File: src/sv/atct_pkg.sv
// Shared types and constants of the animation track clock table.
package atct_pkg;

  // Op codes carried on the input tuser field
  localparam logic [3:0] OP_TICK   = 4'd0;
  localparam logic [3:0] OP_PLAY   = 4'd1;
  localparam logic [3:0] OP_STOP   = 4'd2;
  localparam logic [3:0] OP_PAUSE  = 4'd3;
  localparam logic [3:0] OP_RESUME = 4'd4;
  localparam logic [3:0] OP_SEEK   = 4'd5;
  localparam logic [3:0] OP_LOOP   = 4'd6;
  localparam logic [3:0] OP_SPEED  = 4'd7;
  localparam logic [3:0] OP_GSPEED = 4'd8;
  localparam logic [3:0] OP_DUR    = 4'd9;
  localparam logic [3:0] OP_RESET  = 4'd10;

  localparam int DIVW = 33;                 // dividend magnitude width
  localparam int DURW = 31;                 // duration width
  localparam logic [5:0] DIV_STEPS = 6'd33; // one quotient bit a cycle
  localparam logic signed [15:0] SPEED_ONE = 16'sd256;
  localparam logic signed [31:0] TIME_MAX  = 32'sh7FFF_FFFF;
  localparam logic signed [31:0] TIME_MIN  = 32'sh8000_0000;

  typedef enum logic [3:0] {
    S_IDLE,
    S_DECODE,
    S_T_LOAD,
    S_T_MUL1,
    S_T_MUL2,
    S_T_SUM,
    S_T_DIV,
    S_T_WB,
    S_SEEK_DIV,
    S_RESP
  } state_t;

  typedef struct packed {
    logic cap;
    logic apply;
    logic walk;
    logic idx_inc;
    logic mul1;
    logic mul2;
    logic sum;
    logic div_start;
    logic tick_wb;
    logic seek_wb;
    logic resp_load;
  } cmd_t;

  typedef struct packed {
    logic is_tick;
    logic seek_div;
    logic playing;
    logic loop_div;
    logic idx_last;
    logic div_done;
    logic out_free;
  } status_t;

endpackage

File: src/sv/atct_ctrl.sv
// Controller: sequences decode, the per-track tick walk and the result hand-off.
module atct_ctrl
  import atct_pkg::*;
(
  input  logic    clk,
  input  logic    rst_n,
  input  logic    in_valid,
  output logic    in_ready,
  input  status_t sts,
  output cmd_t    cmd
);

  state_t state_r, state_nxt;

  always_ff @(posedge clk) begin
    if (!rst_n) begin
      state_r <= S_IDLE;
    end else begin
      state_r <= state_nxt;
    end
  end

  always_comb begin
    state_nxt = state_r;
    cmd       = '0;
    in_ready  = (state_r == S_IDLE);
    case (state_r)
      S_IDLE: begin
        if (in_valid) begin
          cmd.cap   = 1'b1;
          state_nxt = S_DECODE;
        end
      end
      S_DECODE: begin
        if (sts.is_tick) begin
          state_nxt = S_T_LOAD;
        end else if (sts.seek_div) begin
          cmd.div_start = 1'b1;
          state_nxt     = S_SEEK_DIV;
        end else begin
          cmd.apply = 1'b1;
          state_nxt = S_RESP;
        end
      end
      S_T_LOAD: begin
        cmd.walk = 1'b1;
        if (sts.playing) begin
          state_nxt = S_T_MUL1;
        end else begin
          cmd.idx_inc = 1'b1;
          state_nxt   = sts.idx_last ? S_RESP : S_T_LOAD;
        end
      end
      S_T_MUL1: begin
        cmd.walk  = 1'b1;
        cmd.mul1  = 1'b1;
        state_nxt = S_T_MUL2;
      end
      S_T_MUL2: begin
        cmd.walk  = 1'b1;
        cmd.mul2  = 1'b1;
        state_nxt = S_T_SUM;
      end
      S_T_SUM: begin
        cmd.walk  = 1'b1;
        cmd.sum   = 1'b1;
        state_nxt = S_T_DIV;
      end
      S_T_DIV: begin
        // start the remainder from the registered sum when the track loops
        cmd.walk = 1'b1;
        if (sts.loop_div) begin
          cmd.div_start = 1'b1;
          state_nxt     = S_T_WB;
        end else begin
          state_nxt = S_T_WB;
        end
      end
      S_T_WB: begin
        cmd.walk = 1'b1;
        if (!sts.loop_div || sts.div_done) begin
          cmd.tick_wb = 1'b1;
          cmd.idx_inc = 1'b1;
          state_nxt   = sts.idx_last ? S_RESP : S_T_LOAD;
        end
      end
      S_SEEK_DIV: begin
        if (sts.div_done) begin
          cmd.seek_wb = 1'b1;
          state_nxt   = S_RESP;
        end
      end
      S_RESP: begin
        if (sts.out_free) begin
          cmd.resp_load = 1'b1;
          state_nxt     = S_IDLE;
        end
      end
      default: state_nxt = S_IDLE;
    endcase
  end

  a_cap: assert property (@(posedge clk) disable iff (!rst_n)
    cmd.cap |=> (state_r == S_DECODE))
    else $error("accepted beat not decoded");
  a_resp: assert property (@(posedge clk) disable iff (!rst_n)
    cmd.resp_load |=> (state_r == S_IDLE))
    else $error("no return to idle after result");
  a_wb: assert property (@(posedge clk) disable iff (!rst_n)
    cmd.tick_wb |-> (state_r == S_T_WB) && (!sts.loop_div || sts.div_done))
    else $error("tick write-back before remainder ready");

endmodule

File: config.mk
export PLATFORM = sky130hd
export DESIGN_NAME = atct_ctrl
export DESIGN_NICKNAME = d
export VERILOG_FILES = /design/src/sv/atct_pkg.sv /design/src/sv/atct_ctrl.sv
export SDC_FILE = /design/constraint.sdc
export NUM_CORES = 1
export LEC_CHECK = 0
export ABC_AREA = 1
export BUFFER_PORTS_ARGS = -buffer_cell sky130_fd_sc_hd__buf_4
export CORE_MARGIN = 2
export CORE_UTILIZATION = 35
export DETAILED_ROUTE_END_ITERATION = 8
export PLACE_DENSITY_LB_ADDON = 0.05
export SLEW_MARGIN = 40
export SYNTH_ARGS = -nofsm -noshare
export SYNTH_HDL_FRONTEND = slang
export SYNTH_SLANG_ARGS = --single-unit
File: constraint.sdc
create_clock -name clk -period 1.4 [get_ports clk]
set_input_delay 0 -clock clk [delete_from_list [all_inputs] [get_ports clk]]
set_output_delay 0 -clock clk [all_outputs]
set_load 0.03 [all_outputs]
==> impl_metrics.py, run 1 <==
metrics = {
    "status": {
        "status": "finished, final reports clean",
    },
    "place": {
        "hpwlAfterDp_um": 1070,
        "place_area_um2": 652,
        "io_buffers": 21,
        "gp_congestion": 0.761,
    },
    "timing": {
        "rsz0062_at_grt": "false",
        "drv_slew": 0,
        "max_clock_freq_mhz": 753,
        "setup_viol": 0,
        "clock_skew_ns": 0.00313,
        "tns_ns": 0,
        "fin_crit_sh_pct": 94.9,
        "hold_viol": 0,
        "maxSlewHeadroom_pct": 83.4,
        "finalCriticalPeriod_ns": 1.33,
        "worst_pin_slew_ns": 0.248,
    },
    "clocking": {
        "insertion_delay_ns": 0.23,
        "tritoncts": "yes",
        "path_clk_slew_ns": 0.04,
        "h-tree-depth": 1,
        "root_buffer": "clkbuf_4",
        "clock-sinks": 4,
        "cts_buffer_depth": 2,
        "cts_buffers": 3,
    },
    "detailed_routing": {
        "drtPass1Iterations": 3,
        "drtAntennaViolNets": 0,
        "routedWlPerCell_um": 10.1,
        "drc": 0,
        "vias": 595,
        "drt_wl_total_um": 1260,
        "drt_iter0_drc": 2,
        "viasPerCell": 4.76,
    },
    "global_routing": {
        "grt_pass1_vias": 489,
        "grt_max_degree": 7,
        "antenna_found_initial": 0,
        "track_usage_pct": 17.9,
        "overflow": 0,
        "grt_pass1_wl_um": 2010,
    },
    "logic_synthesis": {
        "netlist_area_um2": 473,
        "yosys.area.top_type_share_pct": 16.9,
        "syn_avg_cell_area_um2": 5.56,
        "synth_seq_area_share_pct": 16.9,
        "ys_types": 19,
        "synth-seq-cells": 4,
        "yosys-top-cells-area": "dfxtp_1 17%, inv_1 14%, nand2_1 12%, nor2_1 9.5%, nand3_1 8.5%",
        "yosys_warnings": 0,
        "synth_top_area_cell": "dfxtp_1",
        "synth_fp_nets": 95,
        "synth_cells": 85,
    },
    "critical_path": {
        "path_max_fanout": 4,
        "critPathMaxStageDelay_ns": 0.35,
        "crit_arrival_ns": 1.33,
        "required_ns": 1.40,
        "cp-start-kind": "register",
        "critPathBufInv": 2,
        "crit_family": "simple AND/OR/NAND/NOR gates",
        "criticalPathCategory": "reg2out",
        "worstPathCellList": "inv_1 > nor2_4 > nand2_1 > or2_1 > o22ai_2 > buf_6",
        "worstSetupEndpointType": "output pin",
        "cp_slowest_cell": "dfxtp_4",
    },
    "final_layout": {
        "nFillCells": 165,
        "drive_above_1_share_pct": 42.7,
        "regMostFlops": "state_r",
        "antenna_cells": 0,
        "nets": 122,
        "area_growth_pct": 48.4,
        "multi_input_area_um2": 318,
        "stdcell_area_um2": 702,
        "ff_latch_area_um2": 87.6,
        "largest_reg_flops": 4,
        "largestRegisters": "state_r x4",
    },
    "floorplan": {
        "die_x_um": 40.8,
        "ios": 22,
        "start_util_pct": 36.8,
        "die-area_um2": 1660,
        "fp-row-count": 13,
        "design.core.area_um2": 1280,
        "dieHeight_um": 40.8,
    },
    "pwr": {
        "ir_drop_v": 0.000397,
        "leakage_uw": 0.000378,
        "powerDensity_nw_per_um2": 1200,
    },
    "flow_run": {
        "max_cap_violations": 0,
    },
    "worst_hold_path": {
        "hold_class": "in2reg",
    },
}
final timing paths:
kind / from / end / slack (ns) / cells after the start
max: state_r[0] / cmd[3] / 0.07 / 6
min: rst_n / state_r[3] / 0.04 / 3
max reg2reg: state_r[3] / state_r[1] / 0.21 / 7
min reg2reg: state_r[3] / state_r[3] / 0.57 / 2
cell usage after synthesis:
cell type and n:
nor3_1 1, nor4_1 1, nand2_2 4, a21oi_1 3, nand3_1 8, inv_2 3, a31oi_1 1, o21ai_0 1
a21oi_2 1, nand2_1 15, dfxtp_1 4, or2_1 1, inv_1 18, nor2_4 3, o22ai_1 2, buf_6 1
nor2_2 3, nand4_1 3, nor2_1 12
where the power goes:
| group | internal (uW) | total, uW | switching (uW) |
|---|---|---|---|
| logic | 191 | 517 | 326 |
| clock network | 95.9 | 142 | 46.5 |
| registers | 145 | 180 | 35.0 |
worst reg2reg max path, cell delays in order, from the launching register on:
cell     delay [ns]
dfxtp_2        0.41
nor2_4         0.06
buf_4          0.15
nand3_1        0.09
nand2_2        0.07
nor2_2         0.15
nand2_1        0.07
a21oi_1        0.12
cell usage in the layout (no fill, tap or decap):
cell and n:
nor4_2 1, nand3_1 8, dfxtp_2 3, nor2_1 11, o22ai_1 1, nand2_2 4, nand4_1 3, inv_1 18
a21oi_2 1, clkbuf_4 3, a31oi_1 1, a21oi_1 3, o22ai_2 1, nor2_4 3, o21ai_0 1, nand2_1 15
nor2_2 4, dfxtp_4 1, nor3_1 1, buf_4 22, buf_6 1, inv_2 3, or2_1 1
area by class of cell:
cell class | instances | share of cell area (%)
clock buffers | 3 | 3.21
inverters | 21 | 11.2
multi-input cells | 59 | 45.3
repair buffers | 23 | 25.1
well taps | 15 | 2.67
flip-flops and latches | 4 | 12.5
metrics by stage:
step	total power (uW)	hold slack (ns)	util, %	setup WS, ns	std cells
after detailed placement	669	0.277	50.7	0.121	121
final	839	0.0381	54.6	0.0716	125
after floorplan	524	0.149	-	0.0349	85
after global routing	906	0.0768	54.6	0.00488	125
after CTS	827	0.0348	53.2	0.00333	125
after global placement	669	0.278	50.7	0.121	121
logic make-up after synthesis:
logic type | count (synthesis) | synth area share, %
AOI/OAI and AO/OA | 8 | 10.1
buffers and inverters | 22 | 19.0
DFF | 4 | 16.9
and+or+nand+nor | 51 | 54.0
repair_timing:
item                                    in CTS  in global routing
resized for setup                            1                  7
endpoints found under the setup margin       1                 10
pin swaps                                    1                  0
hold endpoints to repair                     0                  0
setup buffers                                1                  0
gates cloned                                 0                  0
hold buffers                                 0                  0
metal layers:
metal,wire [um],vias up,global-route usage [%]
met3,39,2,0
met4,17,0,5.00
li1,-,318,-
met2,624,12,32.5
met5,0,-,0
met1,582,263,23.1
(Power assumes the default switching activity.)
==> run 2, diff against run 1 <==
--- a/config.mk
+++ b/config.mk
@@ -11,6 +11,7 @@
 export CORE_UTILIZATION = 35
 export DETAILED_ROUTE_END_ITERATION = 8
 export PLACE_DENSITY_LB_ADDON = 0.05
+export RECOVER_POWER = 25
 export SLEW_MARGIN = 40
 export SYNTH_ARGS = -nofsm -noshare
 export SYNTH_HDL_FRONTEND = slang
==> run 2 against run 1 <==
Compared with the run above: clock skew unchanged; critical path depth unchanged; hold slack unchanged; setup slack unchanged; core utilization decreased by 0.29 points; combinational power about the same; final cell count unchanged; routed wire length increased by 0.24%; fmax unchanged; power about the same; critical endpoint unchanged.
==> impl_metrics.py, run 2 (synthesis gave the netlist of run 1 again) <==
metrics = {
    "clocking": {
        "cts_buffers": 3,
        "path_clk_slew_ns": 0.04,
        "clock-sinks": 4,
        "hold_buffers": 0,
        "h-tree-depth": 1,
        "cts_buffer_depth": 2,
        "root_buffer": "clkbuf_4",
        "insertion_delay_ns": 0.23,
        "tritoncts": "yes",
    },
    "timing": {
        "fin_crit_sh_pct": 94.9,
        "max_clock_freq_mhz": 753,
        "tns_ns": 0,
        "hold_viol": 0,
        "finalCriticalPeriod_ns": 1.33,
        "clock_skew_ns": 0.00313,
        "setup_viol": 0,
        "worst_pin_slew_ns": 0.366,
        "rsz0062_at_grt": "false",
        "maxSlewHeadroom_pct": 75.7,
        "drv_slew": 0,
    },
    "detailed_routing": {
        "drtAntennaViolNets": 0,
        "viasPerCell": 4.78,
        "drc": 0,
        "drt_iter0_drc": 2,
        "vias": 598,
        "routedWlPerCell_um": 10.1,
        "drtPass1Iterations": 3,
        "drt_wl_total_um": 1270,
    },
    "global_routing": {
        "grt_pass1_wl_um": 2010,
        "overflow": 0,
        "grt_max_degree": 7,
        "antenna_found_initial": 0,
        "grt_pass1_vias": 489,
        "track_usage_pct": 17.9,
    },
    "final_layout": {
        "stdcell_area_um2": 698,
        "nFillCells": 165,
        "regMostFlops": "state_r",
        "antenna_cells": 0,
        "drive_above_1_share_pct": 41.8,
        "final_cell_mix": "21 x buf_4, 18 x inv_1, 15 x nand2_1",
        "ff_latch_area_um2": 87.6,
        "final_util_pct": 54.3,
        "multi_input_area_um2": 318,
        "nets": 122,
        "largest_reg_flops": 4,
        "layout_commonest_cell": "buf_4",
        "largestRegisters": "state_r x4",
        "area_growth_pct": 47.6,
    },
    "critical_path": {
        "cp_slowest_cell": "dfxtp_4",
        "criticalPathCategory": "reg2out",
        "critPathMaxStageDelay_ns": 0.35,
        "crit_family": "simple AND/OR/NAND/NOR gates",
        "path_max_fanout": 4,
        "worstPathCellList": "inv_1 > nor2_4 > nand2_1 > or2_1 > o22ai_2 > buf_6",
        "cp-start-kind": "register",
        "crit_arrival_ns": 1.33,
        "critPathBufInv": 2,
        "r2r_slack_ns": 0.21,
        "worstSetupEndpointType": "output pin",
        "required_ns": 1.40,
    },
    "floorplan": {
        "fp-row-count": 13,
        "design.core.area_um2": 1280,
        "start_util_pct": 36.8,
        "die_x_um": 40.8,
        "dieHeight_um": 40.8,
        "die-area_um2": 1660,
        "ios": 22,
    },
    "pwr": {
        "powerDensity_nw_per_um2": 1200,
        "leakage_uw": 0.000374,
        "ir_drop_v": 0.000396,
    },
    "place": {
        "place_area_um2": 652,
        "io_buffers": 21,
        "gp_congestion": 0.761,
        "hpwlAfterDp_um": 1070,
    },
    "flow_run": {
        "max_cap_violations": 0,
    },
    "status": {
        "status": "finished, final reports clean",
    },
    "worst_hold_path": {
        "hold_class": "in2reg",
    },
}
## run 2: cell count changes in the layout (fill, tap and decap cells not counted), sizes merged
| cell | before | now |
|---|---|---|
| clkbuf | 3 | 4 |
| buf | 23 | 22 |
## run 2: cell type report
class / count / area share, %
Multi-Input combinational cell: 59 / 45.5
Timing Repair Buffer: 23 / 24.7
Sequential cell: 4 / 12.5
Inverter: 21 / 11.3
Clock buffer: 3 / 3.23
Tap cell: 15 / 2.69
## run 2: what timing repair did
| action | CTS | global route |
|---|---|---|
| gates cloned | 0 | 0 |
| gates resized for setup | 1 | 7 |
| setup endpoints to repair | 1 | 10 |
| buffers inserted | 1 | 0 |
| pin swaps | 1 | 0 |
## run 2: final timing paths
path / start / to / cells past startpoint
worst max-delay path: state_r[0] / cmd[3] / 6
worst min-delay path: rst_n / state_r[3] / 3
worst min register to register: state_r[3] / state_r[3] / 2
worst max register to register: state_r[3] / state_r[1] / 7
## run 2: routing by layer
layer,track usage (%),part of all wire (%)
met5,0,0
met4,5.00,1.3
met3,0,3.6
met2,32.5,49
met1,23.1,46
## run 2: per-stage QoR
step	hold slack, ns	power (uW)	cells	worst slack, ns
after CTS	0.0348	827	125	0.00333
final	0.0381	839	125	0.0716
after floorplan	0.149	524	85	0.0349
after global routing	0.0768	906	125	0.00488
after detailed placement	0.277	669	121	0.121
after global placement	0.278	669	121	0.121
## run 2: worst reg2reg max path: stages, from the launching register on
cell and delay, ns:
dfxtp_2 0.41, nor2_4 0.06, buf_4 0.15, nand3_1 0.09
nand2_2 0.07, nor2_2 0.15, nand2_1 0.07, a21oi_1 0.12
## run 2: report_power, final
part | internal (uW) | total, uW | switching [uW]
Combinational | 191 | 517 | 326
Sequential | 145 | 180 | 35.0
Clock | 95.9 | 142 | 46.5
==> run 3, diff against run 2 <==
--- a/config.mk
+++ b/config.mk
@@ -7,8 +7,11 @@
 export LEC_CHECK = 0
 export ABC_AREA = 1
 export BUFFER_PORTS_ARGS = -buffer_cell sky130_fd_sc_hd__buf_4
+export CELL_PAD_IN_SITES_DETAIL_PLACEMENT = 0
+export CELL_PAD_IN_SITES_GLOBAL_PLACEMENT = 2
 export CORE_MARGIN = 2
-export CORE_UTILIZATION = 35
+export CORE_UTILIZATION = 20
+export CTS_CLUSTER_DIAMETER = 60
 export DETAILED_ROUTE_END_ITERATION = 8
 export PLACE_DENSITY_LB_ADDON = 0.05
 export RECOVER_POWER = 25
==> run 3 against run 2 <==
Compared with the run above: routed wire length is 15% higher; core utilization is 21 points lower; global-route usage is 6.2 points lower; flip-flop and latch count stayed put; via count is 0.67% higher; first-iteration DRC count grew to 2.5 times the previous value; design area is 6.5% higher; fmax is 1.8% lower; die area is 67% higher.
==> impl_metrics.py, run 3 (synthesis gave the netlist of run 1 again) <==
metrics = {
    "pwr": {
        "net-switching-power_uw": 427,
        "power_uw": 899,
        "switching_share_pct": 47.5,
        "power_frac_clock_pct": 16.1,
        "combPwrFrac_pct": 63.2,
        "power.internal_uw": 471,
        "pwr-share-seq_pct": 20.6,
        "powerDensity_nw_per_um2": 1210,
        "leakage_uw": 0.000390,
        "ir_drop_v": 0.000387,
    },
    "timing": {
        "tns_ns": 0,
        "drv_slew": 0,
        "hold_viol": 0,
        "maxSlewHeadroom_pct": 84.8,
        "setup_viol": 0,
        "rsz0062_at_grt": "true",
        "finalCriticalPeriod_ns": 1.35,
        "clock_skew_ns": 0.000742,
        "worst_pin_slew_ns": 0.227,
        "max_clock_freq_mhz": 739,
        "fin_crit_sh_pct": 96.7,
    },
    "critical_path": {
        "critPathMaxStageDelay_ns": 0.36,
        "worstSetupEndpointType": "output pin",
        "crit_arrival_ns": 1.35,
        "cp-start-kind": "register",
        "required_ns": 1.40,
        "path_max_fanout": 4,
        "cp_slowest_cell": "dfxtp_4",
        "r2r_slack_ns": 0.19,
        "worstPathCellList": "inv_2 > nor2_4 > nand2_2 > or2_1 > o22ai_2 > buf_6",
        "criticalPathCategory": "reg2out",
    },
    "final_layout": {
        "largest_reg_flops": 4,
        "layout_commonest_cell": "buf_4",
        "final_cell_mix": "24 x buf_4, 17 x inv_1, 13 x nand2_1",
        "nets": 125,
        "area_growth_pct": 57.1,
        "drive_above_1_share_pct": 46.9,
        "antenna_cells": 0,
        "largestRegisters": "state_r x4",
        "fin_cells": 141,
        "regMostFlops": "state_r",
    },
    "floorplan": {
        "fp-row-count": 17,
        "start_util_pct": 21.2,
        "ios": 22,
        "design.core.area_um2": 2230,
        "dieHeight_um": 52.6,
        "die_x_um": 52.6,
        "die-area_um2": 2770,
    },
    "clocking": {
        "insertion_delay_ns": 0.24,
        "cts_buffer_depth": 2,
        "clock-sinks": 4,
        "tritoncts": "yes",
        "h-tree-depth": 1,
        "cts_buffers": 3,
        "hold_buffers": 0,
        "root_buffer": "clkbuf_4",
        "path_clk_slew_ns": 0.04,
    },
    "place": {
        "gp_congestion": 0.812,
        "dp.cells": 134,
        "io_buffers": 21,
        "hpwlAfterDp_um": 1250,
    },
    "detailed_routing": {
        "drtAntennaViolNets": 0,
        "routedWlPerCell_um": 10.3,
        "viasPerCell": 4.27,
        "vias": 602,
        "drtPass1Iterations": 4,
        "drt_wl_total_um": 1460,
        "drc": 0,
        "drt_iter0_drc": 5,
    },
    "global_routing": {
        "antenna_found_initial": 0,
        "grt_pass1_vias": 561,
        "grt_pass1_wl_um": 2280,
        "grt_max_degree": 8,
        "track_usage_pct": 11.7,
        "overflow": 0,
    },
    "flow_run": {
        "max_cap_violations": 0,
    },
    "status": {
        "status": "finished, final reports clean",
    },
    "worst_hold_path": {
        "hold_class": "in2reg",
    },
}
-- run 3: changes by cell type in the layout (fill, tap and decap cells not counted), sizes merged --
| cell | delta |
|---|---|
| buf | +3 |
-- run 3: path summary, 6_finish.rpt --
kind,startpoint,end,depth (start not counted)
worst min-delay path,rst_n,state_r[3],3
worst max-delay path,state_r[0],cmd[3],6
worst min register to register,state_r[0],state_r[2],3
worst max register to register,state_r[3],state_r[3],6
-- run 3: stage by stage --
step / hold slack (ns) / area, um2 / utilization, % / worst slack, ns
after floorplan: 0.149 / 479 / - / 0.0349
after CTS: 0.0320 / 709 / 31.8 / -0.0102
final: 0.0415 / 743 / 33.3 / 0.0467
after detailed placement: 0.282 / 668 / 29.9 / 0.0608
after global routing: 0.0421 / 743 / 33.3 / -0.0226
after global placement: 0.287 / 668 / 29.9 / 0.0702
-- run 3: final cells by class --
| cell class | count | area (um2) |
|---|---|---|
| inverter | 21 | 78.8 |
| clock buffer | 3 | 22.5 |
| sequential | 4 | 87.6 |
| timing repair buffer | 26 | 196 |
| multi-input combinational | 59 | 323 |
| fill | 278 | 1490 |
| tap | 28 | 35.0 |
-- run 3: repair_timing --
item,CTS,global route
setup buffers,2,2
endpoints found under the setup margin,2,6
resized for setup,2,9
pin swaps,1,3
-- run 3: critical path: cells and delay by family (launching register included) --
family	cells	cell delay, ns
DFF	1	0.36
and+or+nand+nor	3	0.43
AOI/OAI and AO/OA	1	0.13
buffers and inverters	2	0.20
-- run 3: power by group through the flow --
stage	registers [uW]	clock network (uW)	logic, uW
after floorplan	156	0	368
after global placement	172	0	519
after detailed placement	172	0	509
after CTS	175	152	532
after global routing	189	162	627
final	186	145	568
-- run 3: routing by layer --
layer,vias up,track usage [%],wire (um),share of wire [%]
met5,-,0,0,0
met4,0,6.41,14,0.96
met3,2,1.71,47,3.2
met2,13,19.4,698,48
met1,270,14.3,694,48
li1,317,-,-,-
